===== src/rtl/merge_bounding_spheres_unit_macros.svh =====
// Assertion macros for the sphere merge unit.
// Used by merge_bounding_spheres_unit; expects clk and rst_n in scope.
`ifndef MERGE_BOUNDING_SPHERES_UNIT_MACROS_SVH
`define MERGE_BOUNDING_SPHERES_UNIT_MACROS_SVH
`ifndef SYNTHESIS
`define MBS_ASSERT_IMPLIES(lbl, ante, cons) \
  lbl: assert property (@(posedge clk) disable iff (!rst_n) (ante) |-> (cons)) \
    else $error("same-cycle check failed");
`define MBS_ASSERT_NEXT(lbl, ante, cons) \
  lbl: assert property (@(posedge clk) disable iff (!rst_n) (ante) |=> (cons)) \
    else $error("next-cycle check failed");
`else
`define MBS_ASSERT_IMPLIES(lbl, ante, cons)
`define MBS_ASSERT_NEXT(lbl, ante, cons)
`endif
`endif


===== src/rtl/mbs_mul.sv =====
// Two-stage unsigned multiplier built from four half-width partial products.
// No dependencies.
module mbs_mul #(
  parameter int W = 33
) (
  input  logic           clk,
  input  logic           en,
  input  logic [W-1:0]   a,
  input  logic [W-1:0]   b,
  output logic [2*W-1:0] p
);
  localparam int H = (W + 1) / 2;
  localparam int L = W - H;

  logic [H-1:0]     al, bl;
  logic [L-1:0]     ah, bh;
  logic [2*H-1:0]   p00_r;
  logic [H+L-1:0]   p01_r, p10_r;
  logic [2*L-1:0]   p11_r;
  logic [2*W-1:0]   p_r;

  assign al = a[H-1:0];
  assign ah = a[W-1:H];
  assign bl = b[H-1:0];
  assign bh = b[W-1:H];

  // First stage: the partial products.
  always_ff @(posedge clk) begin
    if (en) begin
      p00_r <= (2*H)'(al) * (2*H)'(bl);
      p01_r <= (H+L)'(al) * (H+L)'(bh);
      p10_r <= (H+L)'(ah) * (H+L)'(bl);
      p11_r <= (2*L)'(ah) * (2*L)'(bh);
    end
  end

  // Second stage: weighted sum of the partial products.
  always_ff @(posedge clk) begin
    if (en) begin
      p_r <= (2*W)'(p00_r) + ((2*W)'(p01_r) << H) + ((2*W)'(p10_r) << H)
             + ((2*W)'(p11_r) << (2*H));
    end
  end

  assign p = p_r;
endmodule


===== config.mk =====
export PLATFORM = sky130hd
export DESIGN_NAME = mbs_mul
export DESIGN_NICKNAME = d
export VERILOG_FILES = /design/src/rtl/merge_bounding_spheres_unit_macros.svh /design/src/rtl/mbs_mul.sv
export SDC_FILE = /design/constraint.sdc
export NUM_CORES = 2
export LEC_CHECK = 0
export ABC_AREA = 1
export BUFFER_PORTS_ARGS = -buffer_cell sky130_fd_sc_hd__buf_4
export CORE_MARGIN = 8
export CORE_UTILIZATION = 40
export CTS_BUF_LIST = sky130_fd_sc_hd__clkbuf_4 sky130_fd_sc_hd__clkbuf_8
export DETAILED_ROUTE_END_ITERATION = 10
export SLEW_MARGIN = 20
export SYNTH_ARGS = -nofsm -noshare
export SYNTH_HDL_FRONTEND = slang
export SYNTH_SLANG_ARGS = --single-unit

===== constraint.sdc =====
create_clock -name clk -period 5.3 [get_ports clk]
set_input_delay 0.53 -clock clk [delete_from_list [all_inputs] [get_ports clk]]
set_output_delay 0.53 -clock clk [all_outputs]
set_load 0.01 [all_outputs]

==> results by group <==
Worst setup path
  • Startpoint class of the critical path: primary input
  • R2R depth: 15
  • R2R Path End: p[54]
  • Data arrival, critical path: 5490 ps
  • FF-to-FF setup slack: 2180 ps
  • Worst Setup End Kind: flip-flop
  • Reg2reg start: p00_r[17]
  • Worst Setup SP: b[5]
  • Critical path type: primary input to flip-flop
  • Critical Path RT: 5620 ps
  • Crit path max fanout: 12
  • Critical Path End: p10_r[25]

Detailed routing
  • Vias per inst: 4.74
  • Drt wl/cell: 16.9 um
  • DRT Pass-1 Iters: 6
  • Routed WL: 143,000 um
  • Post-route DRC violation count: 0
  • Initial DRC count: 2,690
  • Routed Antenna Nets: 0
  • DR vias: 40,100

STA
  • Endpoints failing setup: 0
  • RSZ-0062 raised after global routing: true
  • Relative slew slack: 34.9%
  • Fin crit share: 97.6%
  • Worst-Margin Slew: 977 ps
  • Final min period: 5170 ps
  • Setup Skew: 32.4 ps
  • Max Clock Freq: 193 MHz
  • Hold Fails Final Rpt: 0
  • Max Slew Vio Count: 0

Placed design
  • Post-DP Area: 55,500 um2
  • Buffers on Ports: 133
  • GP Congestion: 0.902
  • DPL Wire Length: 125,000 um

Global routing
  • GRT Resource Usage Total: 22.1%
  • Largest net degree at the start of global routing: 102
  • Vias in the first global route: 42,000
  • Antenna violations before repair: 2
  • Grt total ovfl: 0
  • First-pass GRT wire length: 231,000 um

Clocking
  • Postcts setup bufs: 0
  • Post-CTS Hold Buffers: 0
  • H-tree levels: 4
  • CTS Root Cell: clkbuf_8
  • CTS Buffer Depth: 2
  • Inserted Clock Buffers: 17
  • Clock transition at path regs: 110 ps
  • Clock tree from TritonCTS: yes
  • Later-pin clock latency in the skew report: 610 ps
  • Sink Count: 198

Final layout
  • Fraction of layout cells with a size suffix above 1: 12.3%
  • Layout area overhead: 15.7%
  • Most common cell after layout, fill and taps aside: nand2_1
  • Nets: 8,213
  • Post-route cell area: 56,200 um2
  • Leading cell types in the layout, fill and taps excluded: nand2_1, inv_1, fa_1

Floorplanning
  • Die height: 365 um
  • Core box area: 121,000 um2
  • # rows: 128
  • Initial Util: 40.1%
  • Die Width: 365 um
  • Io pins: 134
  • Die area: 133,000 um2

Run status
  • Run status: completed

Yosys
  • Mean Syn Cell Area: 7.63 um2
  • Post-synth net total: 7,757
  • Seq cells post-synth: 198
  • Synth area leaders: fa_1, nand2_1, inv_1, edfxtp_1, ha_1
  • Sequential area share after synthesis: 12.2%
  • Yosys cell types: 32
  • Cell accounting for the most synthesized area: fa_1
  • Synth warn: 0
  • Synth top area share: 35.8%
  • Cells after synthesis: 6,366
  • Post-Syn Area: 48,600 um2

Job
  • Maxcap violations: 0

Min path
  • Worst hold path type: flip-flop to flip-flop
-- synthesized netlist by cell type, drive strengths merged --
| master | n |
|---|---|
| nand2 | 1930 |
| inv | 1814 |
| fa | 868 |
| ha | 455 |
| clkbuf | 264 |
| nor2 | 231 |
| edfxtp | 198 |
| a21oi | 153 |
| nand3 | 149 |
| o21ai | 81 |
| xor2 | 74 |
| nand4 | 42 |
| nor3 | 40 |
| xnor2 | 19 |
| a21o | 11 |
| o21bai | 10 |
| nand3b | 8 |
| o21a | 5 |
| o211ai | 4 |
| and2 | 3 |
| a31oi | 2 |
| nor4 | 2 |
| a21boi | 1 |
| nand2b | 1 |
| or2 | 1 |
-- worst max-delay path, cell delays in order --
cell     delay [ps]
buf_4           190
buf_4           190
nand2_1          60
inv_1            50
fa_1            530
inv_1            60
fa_1            530
inv_1            50
fa_1            450
fa_1            410
fa_1            510
inv_1            50
fa_1            490
inv_1            40
ha_1            350
a21oi_2         190
o21ai_1         110
buf_4           140
inv_1            80
o21ai_0         110
nand2_1         110
nand3_1          70
nand2_1          70
nand2_1         120
-- sequential cells by signal, indices dropped and copies added (netlist names) --
| register | flops |
|---|---|
| p01_r | 33 |
| p11_r | 32 |
| p | 66 |
| p10_r | 33 |
| p00_r | 34 |
-- cells by family after synthesis --
logic type | share of synthesized area, %
buffers and inverters | 16.0
xor gates and xnor gates | 1.68
adders and majority gates | 47.5
and+or+nand+nor | 19.6
AOI/OAI and AO/OA | 2.92
DFF | 12.2
-- how the worst min path moves through the flow --
stage          cells after the start      start  endpoint  slack [ps]
6_report                           0  p00_r[11]     p[11]         430
3_3_place_gp                       0  p00_r[15]     p[15]         400
5_1_grt                            0   p00_r[6]      p[6]         440
4_1_cts                            4       a[0]  p01_r[0]         410
2_1_floorplan                      0   p00_r[0]      p[0]         400
3_5_place_dp                       0  p00_r[13]     p[13]         400
-- repair_timing --
| action | 4_1_cts | 5_1_grt |
|---|---|---|
| gates resized for setup | 0 | 89 |
| endpoints found under the hold margin | 0 | 0 |
| setup endpoints to repair | 0 | 67 |
-- metal layers --
metal  up-vias  track usage [%]  wire length, um
met4         0             5.63             3590
met5         -                0                0
met3       153             3.12             9220
met1     19500             32.0            68000
met2      1131             34.9            62400
li1      19300                -                -
-- per-stage QoR --
| step | util, % | std cells | worst slack [ps] | TNS (ps) | hold slack (ps) |
|---|---|---|---|---|---|
| floorplan | - | 6366 | -13.6 | -43.7 | 400 |
| detailed placement | 45.8 | 8428 | -597 | -39220 | 405 |
| global route | 46.4 | 8461 | -24.5 | -55.9 | 439 |
| CTS | 46.1 | 8460 | 84.2 | 0 | 411 |
| finish | 46.4 | 8462 | 127 | 0 | 429 |
| global placement | 45.8 | 8428 | -580 | -35840 | 401 |
-- final cells by class --
class,instances,area [um2]
Antenna cell,2,5.00
Clock buffer,18,241
Clock inverter,14,209
Fill cell,12100,65000
Inverter,1814,6810
Multi-Input combinational cell,4090,35200
Sequential cell,198,5950
Tap cell,1625,2030
Timing Repair Buffer,701,5810
Power is not shown: default switching activity piles up to over one toggle a cycle in this logic, so the estimate is an artifact.
